## config.mk

```make
export PLATFORM = sky130hd
export DESIGN_NAME = charge_accumulator_with_checkpoint_flat
export DESIGN_NICKNAME = d
export VERILOG_FILES = /design/src/cac_pkg.sv /design/src/cac_ifs.sv /design/src/charge_accumulator_with_checkpoint.sv /design/src/cac_div_lane.sv /design/src/flat_wrapper.sv
export VERILOG_INCLUDE_DIRS = /design/src /design/src/src
export SDC_FILE = /design/constraint.sdc
export NUM_CORES = 1
export LEC_CHECK = 0
export BUFFER_PORTS_ARGS = -buffer_cell sky130_fd_sc_hd__buf_4
export CAP_MARGIN = 20
export CELL_PAD_IN_SITES_DETAIL_PLACEMENT = 1
export CELL_PAD_IN_SITES_GLOBAL_PLACEMENT = 1
export CORE_MARGIN = 2
export CORE_UTILIZATION = 53
export CTS_BUF_LIST = sky130_fd_sc_hd__clkbuf_8
export DETAILED_ROUTE_END_ITERATION = 8
export MAX_ROUTING_LAYER = met4
export PLACE_DENSITY_LB_ADDON = 0.1
export SYNTH_ARGS = -nofsm -noshare
export SYNTH_HDL_FRONTEND = slang
export SYNTH_SLANG_ARGS = --single-unit
```

## constraint.sdc

```tcl
create_clock -name clk -period 7.15 [get_ports clk]
set_clock_uncertainty 0.1 [all_clocks]
set_input_delay 2.145 -clock clk [delete_from_list [all_inputs] [get_ports clk]]
set_output_delay 2.145 -clock clk [all_outputs]
set_load 0.03 [all_outputs]
```

## src/assert_macros.svh

```systemverilog
// Assertion macros used by the checked module.
`ifndef ASSERT_MACROS_SVH
`define ASSERT_MACROS_SVH
`ifndef ASSERT_OFF
`define ASSERT_IMPLY(label, clk, rst, ante, cons) \
  label: assert property (@(posedge clk) disable iff (rst) (ante) |-> (cons)) \
    else $error("assertion failed");
`define ASSERT_NEXT(label, clk, rst, ante, cons) \
  label: assert property (@(posedge clk) disable iff (rst) (ante) |=> (cons)) \
    else $error("assertion failed");
`else
`define ASSERT_IMPLY(label, clk, rst, ante, cons)
`define ASSERT_NEXT(label, clk, rst, ante, cons)
`endif
`endif

```

## src/cac_pkg.sv

```systemverilog
// Types and constants of the charge accumulator.
package cac_pkg;

  typedef enum logic [1:0] {
    ST_IDLE,
    ST_DIVIDE,
    ST_FINISH
  } cac_state_t;

  typedef enum logic [1:0] {
    CFG_DISPLAY_RATIO = 2'd0,
    CFG_CHECKPOINT_INTERVAL = 2'd1,
    CFG_CHECKPOINT_TOLERANCE = 2'd2,
    CFG_HOLD_PERIODS = 2'd3
  } cac_cfg_index_t;

  localparam logic REQ_PERIOD = 1'b0;
  localparam logic REQ_RESTORE = 1'b1;

  localparam int CFG_DATA_W = 20;

  localparam logic [15:0] RESET_DISPLAY_RATIO = 16'd3600;
  localparam logic [19:0] RESET_CHECKPOINT_INTERVAL = 20'd36000;
  localparam logic [19:0] RESET_CHECKPOINT_TOLERANCE = 20'd1000;
  localparam logic [7:0] RESET_HOLD_PERIODS = 8'd3;

  localparam logic [15:0] HOURS_MAX = 16'hFFFF;
  localparam logic [7:0] HOLD_COUNT_MAX = 8'hFF;

  // Control of one bit-serial divider lane.
  typedef struct packed {
    logic clear;
    logic step;
    logic bit_in;
  } cac_div_ctl_t;

endpackage

```

## src/cac_ifs.sv

```systemverilog
// Handshake channels of the charge accumulator: request, result and configuration.
interface cac_req_if;
  logic valid;
  logic ready;
  logic req_type;
  logic [15:0] current;
  logic button_high;
  logic [31:0] saved_charge;
  logic saved_valid;

  modport source (output valid, req_type, current, button_high, saved_charge, saved_valid,
                  input ready);
  modport sink (input valid, req_type, current, button_high, saved_charge, saved_valid,
                output ready);
endinterface

interface cac_rsp_if;
  logic valid;
  logic ready;
  logic [15:0] hours_value;
  logic store_request;
  logic [31:0] store_value;
  logic cleared;

  modport source (output valid, hours_value, store_request, store_value, cleared,
                  input ready);
  modport sink (input valid, hours_value, store_request, store_value, cleared,
                output ready);
endinterface

interface cac_cfg_if;
  logic valid;
  logic ready;
  cac_pkg::cac_cfg_index_t index;
  logic [cac_pkg::CFG_DATA_W-1:0] data;

  modport source (output valid, index, data, input ready);
  modport sink (input valid, index, data, output ready);
endinterface

```

## src/charge_accumulator_with_checkpoint.sv

```systemverilog
// Top level of the charge accumulator with hold-to-clear and checkpoint requests.
//
//   channel  role    payload
//   req      sink    req_type, current, button_high, saved_charge, saved_valid
//   rsp      source  hours_value, store_request, store_value, cleared
//   cfg      sink    index, data (always ready)
//
// An item goes through an accept step that updates the charge, CHARGE_WIDTH steps of the
// two bit-serial divider lanes (display ratio and checkpoint interval), and a finishing
// step that tests the checkpoint and loads the result. The result sits in an output
// register; the next item is accepted meanwhile, and the finishing cycle holds until
// that register is free. Reset is synchronous and gives the register defaults and a
// zero charge, saved charge and hold count.
`include "assert_macros.svh"

module charge_accumulator_with_checkpoint #(
  parameter int CHARGE_WIDTH = 32
) (
  input logic      clk,
  input logic      rst,
  cac_req_if.sink  req,
  cac_rsp_if.source rsp,
  cac_cfg_if.sink  cfg
);

  localparam int CNT_W = $clog2(CHARGE_WIDTH);
  localparam logic [CNT_W-1:0] CNT_LAST = CNT_W'(CHARGE_WIDTH - 1);
  localparam logic [CHARGE_WIDTH-1:0] CHARGE_MAX = '1;

  // configuration
  logic [15:0] display_ratio;
  logic [19:0] checkpoint_interval;
  logic [19:0] checkpoint_tolerance;
  logic [7:0]  hold_periods;

  // block state
  cac_pkg::cac_state_t state, state_next;
  logic [CHARGE_WIDTH-1:0] charge;
  logic [CHARGE_WIDTH-1:0] last_saved;
  logic [7:0]              hold_count;
  logic                    is_period;
  logic                    clr;
  logic [CNT_W-1:0]        bit_cnt;
  logic [CHARGE_WIDTH-1:0] shreg;
  logic [15:0]             quo;
  logic                    quo_ovf;
  logic [CHARGE_WIDTH-1:0] gap;
  logic [CHARGE_WIDTH-1:0] thr;

  // result register
  logic        rsp_valid;
  logic [15:0] rsp_hours;
  logic        rsp_store;
  logic [31:0] rsp_value;
  logic        rsp_cleared;

  // handshake and sequencing
  logic accept;
  logic rsp_load;
  logic req_ready;
  logic div_step;
  cac_pkg::cac_div_ctl_t div_ctl;

  // divider lanes
  logic        ratio_q;
  logic [19:0] int_rem;

  // accept-cycle update
  logic [CHARGE_WIDTH:0]    sum;
  logic [CHARGE_WIDTH-1:0]  sum_sat;
  logic [7:0]               hc_inc;
  logic                     hold_hit;
  logic [CHARGE_WIDTH+31:0] saved_ext;
  logic [CHARGE_WIDTH-1:0]  restore_val;
  logic [CHARGE_WIDTH-1:0]  charge_next;
  logic [7:0]               hold_count_next;

  // finishing cycle
  logic                     rem_ok;
  logic                     store_hit;
  logic [15:0]              hours;
  logic [CHARGE_WIDTH+31:0] charge_ext;

  assign cfg.ready = 1'b1;

  always_ff @(posedge clk) begin
    if (rst) begin
      display_ratio        <= cac_pkg::RESET_DISPLAY_RATIO;
      checkpoint_interval  <= cac_pkg::RESET_CHECKPOINT_INTERVAL;
      checkpoint_tolerance <= cac_pkg::RESET_CHECKPOINT_TOLERANCE;
      hold_periods         <= cac_pkg::RESET_HOLD_PERIODS;
    end else if (cfg.valid && cfg.ready) begin
      unique case (cfg.index)
        cac_pkg::CFG_DISPLAY_RATIO:        display_ratio        <= cfg.data[15:0];
        cac_pkg::CFG_CHECKPOINT_INTERVAL:  checkpoint_interval  <= cfg.data[19:0];
        cac_pkg::CFG_CHECKPOINT_TOLERANCE: checkpoint_tolerance <= cfg.data[19:0];
        cac_pkg::CFG_HOLD_PERIODS:         hold_periods         <= cfg.data[7:0];
        default: ;
      endcase
    end
  end

  // next state
  always_comb begin
    state_next = state;
    unique case (state)
      cac_pkg::ST_IDLE:   if (accept) state_next = cac_pkg::ST_DIVIDE;
      cac_pkg::ST_DIVIDE: if (bit_cnt == CNT_LAST) state_next = cac_pkg::ST_FINISH;
      cac_pkg::ST_FINISH: if (rsp_load) state_next = cac_pkg::ST_IDLE;
      default:            state_next = cac_pkg::ST_IDLE;
    endcase
  end

  // sequencer outputs
  always_comb begin
    req_ready = 1'b0;
    div_step  = 1'b0;
    rsp_load  = 1'b0;
    unique case (state)
      cac_pkg::ST_IDLE:   req_ready = 1'b1;
      cac_pkg::ST_DIVIDE: div_step  = 1'b1;
      cac_pkg::ST_FINISH: rsp_load  = !rsp_valid || rsp.ready;
      default: ;
    endcase
  end

  assign req.ready = req_ready;
  assign accept    = req.valid && req_ready;

  always_ff @(posedge clk) begin
    if (rst) begin
      state <= cac_pkg::ST_IDLE;
    end else begin
      state <= state_next;
    end
  end

  // period and restore update, all in the accept cycle
  always_comb begin
    sum     = {1'b0, charge} + (CHARGE_WIDTH + 1)'(req.current);
    sum_sat = sum[CHARGE_WIDTH] ? CHARGE_MAX : sum[CHARGE_WIDTH-1:0];
    if (req.button_high) begin
      hc_inc = (hold_count == cac_pkg::HOLD_COUNT_MAX) ? cac_pkg::HOLD_COUNT_MAX
                                                       : hold_count + 8'd1;
    end else begin
      hc_inc = 8'd0;
    end
    hold_hit  = hc_inc >= hold_periods;
    saved_ext = {{CHARGE_WIDTH{1'b0}}, req.saved_charge & {32{req.saved_valid}}};
    restore_val = (|saved_ext[CHARGE_WIDTH+31:CHARGE_WIDTH]) ? CHARGE_MAX
                                                             : saved_ext[CHARGE_WIDTH-1:0];
    if (req.req_type == cac_pkg::REQ_RESTORE) begin
      charge_next     = restore_val;
      hold_count_next = hold_count;
    end else begin
      charge_next     = hold_hit ? '0 : sum_sat;
      hold_count_next = hold_hit ? 8'd0 : hc_inc;
    end
  end

  always_ff @(posedge clk) begin
    if (rst) begin
      charge     <= '0;
      last_saved <= '0;
      hold_count <= 8'd0;
      bit_cnt    <= '0;
    end else begin
      if (accept) begin
        charge     <= charge_next;
        hold_count <= hold_count_next;
        bit_cnt    <= '0;
      end else if (div_step) begin
        bit_cnt <= bit_cnt + CNT_W'(1);
      end
      if (rsp_load && store_hit) begin
        last_saved <= charge;
      end
    end
  end

  always_ff @(posedge clk) begin
    if (accept) begin
      is_period <= req.req_type == cac_pkg::REQ_PERIOD;
      clr       <= (req.req_type == cac_pkg::REQ_PERIOD) && hold_hit;
      shreg     <= charge_next;
      quo       <= 16'd0;
      quo_ovf   <= 1'b0;
    end else if (div_step) begin
      shreg   <= {shreg[CHARGE_WIDTH-2:0], 1'b0};
      quo     <= {quo[14:0], ratio_q};
      quo_ovf <= quo_ovf | quo[15];
      // charge and last_saved are steady while dividing; these settle for the finishing cycle
      gap     <= charge - last_saved;
      thr     <= CHARGE_WIDTH'(checkpoint_interval) - CHARGE_WIDTH'(checkpoint_tolerance);
    end
  end

  always_comb begin
    div_ctl.clear  = accept;
    div_ctl.step   = div_step;
    div_ctl.bit_in = shreg[CHARGE_WIDTH-1];
  end

  cac_div_lane #(.DIV_W(16)) u_ratio_lane (
    .clk     (clk),
    .ctl     (div_ctl),
    .divisor (display_ratio),
    .rem     (),
    .q_bit   (ratio_q)
  );

  cac_div_lane #(.DIV_W(20)) u_interval_lane (
    .clk     (clk),
    .ctl     (div_ctl),
    .divisor (checkpoint_interval),
    .rem     (int_rem),
    .q_bit   ()
  );

  // checkpoint test and display value
  always_comb begin
    // zero interval: remainder is the charge itself
    if (checkpoint_interval == 20'd0) begin
      rem_ok = charge <= CHARGE_WIDTH'(checkpoint_tolerance);
    end else begin
      rem_ok = int_rem <= checkpoint_tolerance;
    end
    store_hit = is_period && !clr && (charge != '0) && rem_ok &&
                (gap != '0) && (gap > thr);
    hours = (display_ratio == 16'd0 || quo_ovf) ? cac_pkg::HOURS_MAX : quo;
    charge_ext = {32'd0, charge};
  end

  always_ff @(posedge clk) begin
    if (rst) begin
      rsp_valid <= 1'b0;
    end else if (rsp_load) begin
      rsp_valid <= 1'b1;
    end else if (rsp.ready) begin
      rsp_valid <= 1'b0;
    end
  end

  always_ff @(posedge clk) begin
    if (rsp_load) begin
      rsp_hours   <= hours;
      rsp_store   <= store_hit;
      rsp_value   <= store_hit ? charge_ext[31:0] : 32'd0;
      rsp_cleared <= clr;
    end
  end

  assign rsp.valid         = rsp_valid;
  assign rsp.hours_value   = rsp_hours;
  assign rsp.store_request = rsp_store;
  assign rsp.store_value   = rsp_value;
  assign rsp.cleared       = rsp_cleared;

  `ASSERT_IMPLY(a_store_not_cleared, clk, rst, rsp.valid && rsp.store_request, !rsp.cleared)
  `ASSERT_NEXT(a_accept_starts, clk, rst, accept, state == cac_pkg::ST_DIVIDE && bit_cnt == '0)
  `ASSERT_NEXT(a_checkpoint_saved, clk, rst, rsp_load && store_hit, last_saved == charge)
  `ASSERT_IMPLY(a_clear_zeroes, clk, rst, state == cac_pkg::ST_FINISH && clr, charge == '0)

endmodule

```

## src/cac_div_lane.sv

```systemverilog
// One lane of a restoring bit-serial divider: one dividend bit per step.
module cac_div_lane #(
  parameter int DIV_W = 16
) (
  input  logic                 clk,
  input  cac_pkg::cac_div_ctl_t ctl,
  input  logic [DIV_W-1:0]     divisor,
  output logic [DIV_W-1:0]     rem,
  output logic                 q_bit
);

  logic [DIV_W:0] trial;
  logic [DIV_W:0] diff;
  logic           ge;

  always_comb begin
    trial = {rem, ctl.bit_in};
    diff  = trial - {1'b0, divisor};
    ge    = trial >= {1'b0, divisor};
  end

  assign q_bit = ge;

  // remainder stays below a nonzero divisor, so the low bits carry it
  always_ff @(posedge clk) begin
    if (ctl.clear) begin
      rem <= '0;
    end else if (ctl.step) begin
      rem <= ge ? diff[DIV_W-1:0] : trial[DIV_W-1:0];
    end
  end

endmodule

```

## src/flat_wrapper.sv

```systemverilog
// flat-port wrapper written by rule: the top's interface ports become plain ports
module charge_accumulator_with_checkpoint_flat 
#(
  parameter int CHARGE_WIDTH = 32
)
  (clk, rst, req_valid, req_req_type, req_current, req_button_high, req_saved_charge, req_saved_valid, req_ready, rsp_valid, rsp_hours_value, rsp_store_request, rsp_store_value, rsp_cleared, rsp_ready, cfg_valid, cfg_index, cfg_data, cfg_ready);
  cac_req_if req_i ();
  cac_rsp_if rsp_i ();
  cac_cfg_if cfg_i ();
  input logic clk;
  input logic rst;
  input wire logic [$bits(req_i.valid)-1:0] req_valid;
  input wire logic [$bits(req_i.req_type)-1:0] req_req_type;
  input wire logic [$bits(req_i.current)-1:0] req_current;
  input wire logic [$bits(req_i.button_high)-1:0] req_button_high;
  input wire logic [$bits(req_i.saved_charge)-1:0] req_saved_charge;
  input wire logic [$bits(req_i.saved_valid)-1:0] req_saved_valid;
  output wire logic [$bits(req_i.ready)-1:0] req_ready;
  output wire logic [$bits(rsp_i.valid)-1:0] rsp_valid;
  output wire logic [$bits(rsp_i.hours_value)-1:0] rsp_hours_value;
  output wire logic [$bits(rsp_i.store_request)-1:0] rsp_store_request;
  output wire logic [$bits(rsp_i.store_value)-1:0] rsp_store_value;
  output wire logic [$bits(rsp_i.cleared)-1:0] rsp_cleared;
  input wire logic [$bits(rsp_i.ready)-1:0] rsp_ready;
  input wire logic [$bits(cfg_i.valid)-1:0] cfg_valid;
  input wire logic [$bits(cfg_i.index)-1:0] cfg_index;
  input wire logic [$bits(cfg_i.data)-1:0] cfg_data;
  output wire logic [$bits(cfg_i.ready)-1:0] cfg_ready;
  assign req_i.valid = req_valid;
  assign req_i.req_type = req_req_type;
  assign req_i.current = req_current;
  assign req_i.button_high = req_button_high;
  assign req_i.saved_charge = req_saved_charge;
  assign req_i.saved_valid = req_saved_valid;
  assign req_ready = req_i.ready;
  assign rsp_valid = rsp_i.valid;
  assign rsp_hours_value = rsp_i.hours_value;
  assign rsp_store_request = rsp_i.store_request;
  assign rsp_store_value = rsp_i.store_value;
  assign rsp_cleared = rsp_i.cleared;
  assign rsp_i.ready = rsp_ready;
  assign cfg_i.valid = cfg_valid;
  assign cfg_i.index = cfg_index;
  assign cfg_i.data = cfg_data;
  assign cfg_ready = cfg_i.ready;
  charge_accumulator_with_checkpoint #(.CHARGE_WIDTH(CHARGE_WIDTH)) u_core (.clk(clk), .rst(rst), .req(req_i), .rsp(rsp_i), .cfg(cfg_i));
endmodule
```

==> impl_metrics.yaml, run 1 <==
synth:
  synthCells: 2254
  async_reset_ff_share_pct: 0
  synth_cell_types: 85
  synth_edf_count: 137
  yosys_register_bits: 334
  yosysTopAreaCell: "edfxtp_1"
  synth_area_um2: 20100
  yosys_warnings: 0
  synth_flop_cell: "dfxtp_1"
  synth_top_area_share_pct: 20.5
  synth_area_per_cell_um2: 8.92
  syn_nets: 2523
  ys_top_cells_by_area: "edfxtp_1 20%, dfxtp_1 20%, ha_1 12%"
  synth-seq-area-share_pct: 40.1
die:
  design.core.area_um2: 37500
  fp.dieH_um: 199
  ios: 131
  die_area_um2: 39500
  start_util_pct: 53.6
  rows: 71
  die_w_um: 199
timing:
  worst_slew_pin_slew_ns: 1.01
  fin_ws_ns: 2.17
  setup_tns_ns: 0
  timing.fmax_ghz: 0.201
  rsz0062_at_grt: "no"
  drv_slew: 0
  hold_violations: 0
  setup_viol: 0
  fin_crit_ns: 4.98
  post-route-period-util_pct: 69.6
  maxSlewHeadroom_pct: 32.7
worst_setup_path:
  cp_max_fo: 7
  required_ns: 7.43
  critPathKind: "in -> reg"
  cp-end-kind: "register"
  rrSetupSlack_ns: 2.93
  start_kind: "input port"
  worstRegToRegCells: 11
  critPathArrivalTime_ns: 5.26
run_status:
  status: "complete, no violations"
global_route:
  grt_pass1_wl_um: 102000
  overflow: 0
  grt_max_degree: 86
  grt.total_usage_pct: 34.2
  antenna_found_initial: 0
  grt_pass1_vias: 18500
worst_hold_path:
  hp-class: "reg -> reg"
  min_path_cells: 2
detailed_routing:
  dr.pass1.iters: 5
  drc: 0
  wl_per_cell_um: 22.3
  initialDrtViolationCount: 1042
  viasPerCell: 6.06
  ant_nets: 0
  wl_met2_um: 31200
  wl_um: 65400
  wl_met1_um: 27100
  route.met3.wl_um: 4660
  num_vias: 17800
  top_layer: "met4"
finish:
  drive_above_1_share_pct: 11.5
  syn2layout_area_growth_pct: 13.2
  fillers: 4407
  nets: 2644
  finalNonFillerCells: 2931
clock_network:
  cts_resized: 0
  cts.reportedPaths.clkPinSlew_ns: 0.07
  cts_tree: "built"
  cts_buffers: 59
  clock_latency_ns: 0.67
  htreeDepth: 2
  cts.path.max_buffers: 3
  cts-hold-fix-buffers: 0
  cts_setup_buffers: 0
  cts.sink_count: 334
  root_buffer: "clkbuf_8"
power_and_ir_drop:
  irDropWorstVdd_mv: 0.237
  p_leak_nw: 9.43
  power.total_w: 0.00651
  power.density_nw_per_um2: 286
place:
  gp_congestion: 0.932
  place_ws_ns: 1.52
  portBuffers: 129
  dp_cells: 2824
  dp_hpwl_um: 47300
job:
  maxCapViolations: 0
## kinds of logic (layout without fill, tap and decap cells)
logic type,count (synthesis),in the layout,synth area share (%)
simple gates,765,765,17.9
compound gates,579,579,18.6
flops,334,334,40.1
buf+inv,240,405,4.68
fa+ha+maj,191,191,12.1
xor+xnor,89,89,3.88
mux,55,55,2.76
other cells,1,2,0.0186
## where the power goes
part           internal, W  total, W  switching, W  leakage, nW
clock network      0.00103   0.00189      0.000858        0.682
logic             0.000934   0.00219       0.00126         5.87
registers          0.00221   0.00243      0.000216         2.88
total              0.00418   0.00651       0.00233         9.43
## flip-flops by register name (all words and copies together) (netlist names), 5 cells and up
signal,count
u_core.checkpoint_interval,20
u_core.hold_count,8
u_core.rsp.hours_value,16
u_core.rsp.store_value,32
u_core.thr,21
u_core.gap,32
u_core.shreg,32
u_core.u_ratio_lane.rem,16
u_core.display_ratio,16
u_core.charge,32
u_core.u_interval_lane.rem,20
u_core.quo,16
u_core.last_saved,32
u_core.hold_periods,8
u_core.checkpoint_tolerance,20
u_core.bit_cnt,5
## critical path, cell delays in order
cell,delay [ns]
buf_4,0.11
ha_1,0.21
fa_1,0.40
a21o_1,0.17
a21oi_1,0.26
o21a_1,0.19
nor3b_1,0.07
o31a_1,0.40
o211ai_1,0.29
o21ai_1,0.21
buf_4,0.27
nor4b_1,0.42
a311oi_1,0.09
## final cells by class
cell class	count	area (µm²)	area share (%)
Antenna cell	1	2.50	0.0110
Clock buffer	67	922	4.05
Clock inverter	38	297	1.30
Inverter	148	557	2.45
Multi-Input combinational cell	1680	11100	49.0
Sequential cell	334	8060	35.4
Tap cell	511	639	2.81
Timing Repair Buffer	152	1140	5.03
## placed cells by master (no fill, tap or decap), types with 36 or more instances in the layout
master / netlist / layout
inv_1: 146 / 159
buf_4: 1 / 151
a21o_1: 68 / 68
nand3_1: 44 / 44
nor2_1: 147 / 145
nand2b_1: 37 / 36
edfxtp_1: 137 / 137
clkbuf_8: 0 / 67
ha_1: 186 / 186
o21ai_0: 127 / 127
a21oi_1: 167 / 166
dfxtp_1: 197 / 197
mux2i_1: 51 / 51
nand2_1: 326 / 326
xnor2_1: 61 / 61
## layer usage
metal,up-vias,global-route usage (%)
met1,8679,40.7
met2,600,55.8
met3,171,8.07
met5,-,-
met4,0,13.8
li1,8307,-
## Yosys cell counts (15+ instances only)
cell type	n
nand4_1	26
edfxtp_1	137
ha_1	186
a211oi_1	23
a21oi_1	167
nor3_1	34
nor4_1	32
and2_1	34
inv_1	146
xor2_1	28
nand2b_1	37
nor2_1	147
o21a_1	32
a21o_1	68
clkbuf_1	75
nand3_1	44
dfxtp_1	197
nand2_1	326
mux2i_1	51
o21bai_1	18
xnor2_1	61
o21ai_0	127
a31oi_1	15
o211ai_1	28
nor2b_1	26
## metrics by stage
stage	utilization, %	hold slack [ns]	instance area [µm²]
floorplan	-	0.318	20100
global placement	57.4	0.331	21500
detailed placement	57.4	0.348	21500
CTS	60.7	0.356	22800
global route	60.7	0.371	22800
finish	60.7	0.353	22800
## final timing paths
kind	from	end
max	req_current[0]	u_core.shreg[27]
min	u_core.checkpoint_tolerance[4]	u_core.checkpoint_tolerance[4]
min reg2reg	u_core.checkpoint_tolerance[4]	u_core.checkpoint_tolerance[4]
max reg2reg	u_core.thr[30]	u_core.rsp.store_value[20]
Note: power is estimated with default switching activity, not from simulation.
==> inputs of run 2 (changes only) <==
--- a/config.mk
+++ b/config.mk
@@ -11,7 +11,7 @@
 export CELL_PAD_IN_SITES_DETAIL_PLACEMENT = 1
 export CELL_PAD_IN_SITES_GLOBAL_PLACEMENT = 1
 export CORE_MARGIN = 2
-export CORE_UTILIZATION = 53
+export CORE_UTILIZATION = 44
 export CTS_BUF_LIST = sky130_fd_sc_hd__clkbuf_8
 export DETAILED_ROUTE_END_ITERATION = 8
 export MAX_ROUTING_LAYER = met4
==> constraint.sdc (replaced) <==
create_clock -name clk -period 4 [get_ports clk]
set_clock_uncertainty 0.1 [all_clocks]
set_input_delay 1.2 -clock clk [delete_from_list [all_inputs] [get_ports clk]]
set_output_delay 1.2 -clock clk [all_outputs]
set_load 0.03 [all_outputs]
==> run 2 against run 1 <==
  * Clock power rose by 90%
  * First-iteration DRC count decreased by 13%
  * Hold slack improved by 0.0040 ns
  * Flip-flop and latch count is the same
  * Register-to-register slack worse by 2.7 ns
  * Critical path depth grew 2
  * Non-clock buffer count rose by 84
  * Highest routed layer unchanged
==> impl_metrics.yaml, run 2 (same netlist as run 1, synthesis figures left out) <==
timing:
  fin_ws_ns: 0.238
  setup_viol: 0
  worst_slew_pin_slew_ns: 1.08
  hold_violations: 0
  timing.fmax_ghz: 0.266
  maxSlewHeadroom_pct: 27.7
  drv_slew: 0
  fin_crit_ns: 3.76
  post-route-period-util_pct: 94.1
  hold_slack_ns: 0.357
global_route:
  grt_pass1_vias: 18700
  grt_pass1_wl_um: 107000
  overflow: 0
  antenna_found_initial: 0
  grt.total_usage_pct: 29.9
  grt_max_degree: 55
detailed_routing:
  route.met3.wl_um: 2740
  wl_met1_um: 30500
  ant_nets: 0
  wl_um: 69200
  initialDrtViolationCount: 909
  wl_met2_um: 34100
  num_vias: 17900
  drc: 0
  dr.pass1.iters: 5
  wl_per_cell_um: 22.2
  viasPerCell: 5.74
  top_layer: "met4"
worst_setup_path:
  critPathArrivalTime_ns: 4.18
  cp_max_fo: 6
  cp_cell_sequence: "ha_2, nand2_1, nor2_1, and3_2, o21ai_0, ha_1, nand2b_1, a21o_1, a21o_1, a211oi_2, o21ai_2, a21o_1, or3_1, mux2_2, a21oi_1"
  reg2reg_from: "u_core.hold_count[0]"
  worst_path_largest_cell_delay_ns: 0.40
  worstRegToRegCells: 15
  rrSetupSlack_ns: 0.24
  crit_path_frequent_cell: "a21o_1"
  critPathKind: "reg -> reg"
  path_buf_inv: 0
  cp_slowest_cell: "dfxtp_1"
  r2r-end: "u_core.shreg[25]"
  cpLargestDelayFamily: "compound AO/OA/AOI/OAI gates"
  start_kind: "register"
  cp-end-kind: "register"
  required_ns: 4.42
die:
  die_area_um2: 47400
  rows: 78
  start_util_pct: 44.4
  design.core.area_um2: 45300
  fp.dieH_um: 218
  ios: 131
  die_w_um: 218
job:
  maxCapViolations: 0
finish:
  syn2layout_area_growth_pct: 17.8
  post-route-util_pct: 52.3
  antenna_cells: 0
  final_cell_mix: "326 x nand2_1, 232 x buf_4, 197 x dfxtp_1, 185 x ha_1, 166 x a21oi_1"
  fillers: 5288
  drive_above_1_share_pct: 15.1
  final_common_cell: "nand2_1"
  nets: 2729
clock_network:
  cts.sink_count: 334
  root_buffer: "clkbuf_8"
  cts.reportedPaths.clkPinSlew_ns: 0.06
  htreeDepth: 2
  cts-hold-fix-buffers: 0
  cts_tree: "built"
  cts.path.max_buffers: 3
  cts_buffers: 60
  clock_latency_ns: 0.69
worst_hold_path:
  hp-class: "reg -> reg"
  min_from: "u_core.checkpoint_tolerance[19]"
  min_path_cells: 2
  whs_endpoint: "u_core.checkpoint_tolerance[19]"
power_and_ir_drop:
  power.density_nw_per_um2: 506
  power.total_w: 0.0120
  p_leak_nw: 9.93
  irDropWorstVdd_mv: 0.347
place:
  portBuffers: 129
  place_ws_ns: -0.456
  gp_congestion: 0.899
  dp_hpwl_um: 52100
run_status:
  status: "complete, no violations"
run 2: cell count changes in the layout (fill, tap and decap cells not counted), sizes merged:
cell,previous run,this run
buf,152,236
clkbuf,67,74
clkinv,18,22
inv,161,159
diode,1,0
run 2: cell type report:
| cell class | count | area, µm² | share of cell area, % |
|---|---|---|---|
| tap | 600 | 751 | 3.17 |
| sequential | 334 | 8060 | 34.0 |
| clock inverter | 40 | 322 | 1.36 |
| timing repair buffer | 236 | 1810 | 7.65 |
| clock buffer | 74 | 1020 | 4.30 |
| inverter | 148 | 558 | 2.36 |
| multi-input combinational | 1680 | 11200 | 47.2 |
run 2: report_power, final:
part / switching [W] / internal [W] / leakage [nW] / total (W)
Combinational: 0.00232 / 0.00177 / 6.30 / 0.00410
Sequential: 0.000349 / 0.00395 / 2.88 / 0.00430
Clock: 0.00159 / 0.00201 / 0.741 / 0.00359
run 2: worst max-delay path by stage:
stage	to	slack, ns	start	cells past startpoint
after floorplan	u_core.shreg[1]	0.005	req_current[0]	12
after global placement	u_core.shreg[14]	-0.35	req_current[0]	13
after detailed placement	u_core.shreg[8]	-0.46	req_current[0]	13
after CTS	u_core.charge[0]	0.11	u_core.hold_count[0]	16
after global routing	u_core.charge[23]	-0.02	u_core.hold_count[0]	18
final	u_core.shreg[25]	0.24	u_core.hold_count[0]	15
run 2: metal layers:
layer / vias up / track usage, %
met5: - / -
met4: 0 / 8.39
met3: 123 / 3.96
met2: 380 / 50.9
met1: 8872 / 37.2
li1: 8481 / -
run 2: per-stage QoR:
| step | cell area [µm²] | setup TNS (ns) | instances |
|---|---|---|---|
| after CTS | 23700 | 0 | 3110 |
| after global routing | 23700 | -0.0265 | 3112 |
| after global placement | 22300 | -9.23 | 2996 |
| after floorplan | 20100 | 0 | 2254 |
| after detailed placement | 22300 | -14.29 | 2996 |
| final | 23700 | 0 | 3112 |
run 2: worst min-delay path: stages (launching register included):
cell     delay, ns
dfxtp_1       0.31
nand2_1       0.05
a21oi_1       0.05
run 2: timing repair:
item                                    in CTS  in global routing
setup buffers                                0                  2
endpoints found under the setup margin       4                 32
pin swaps                                    0                  2
resized for setup                            1                  6
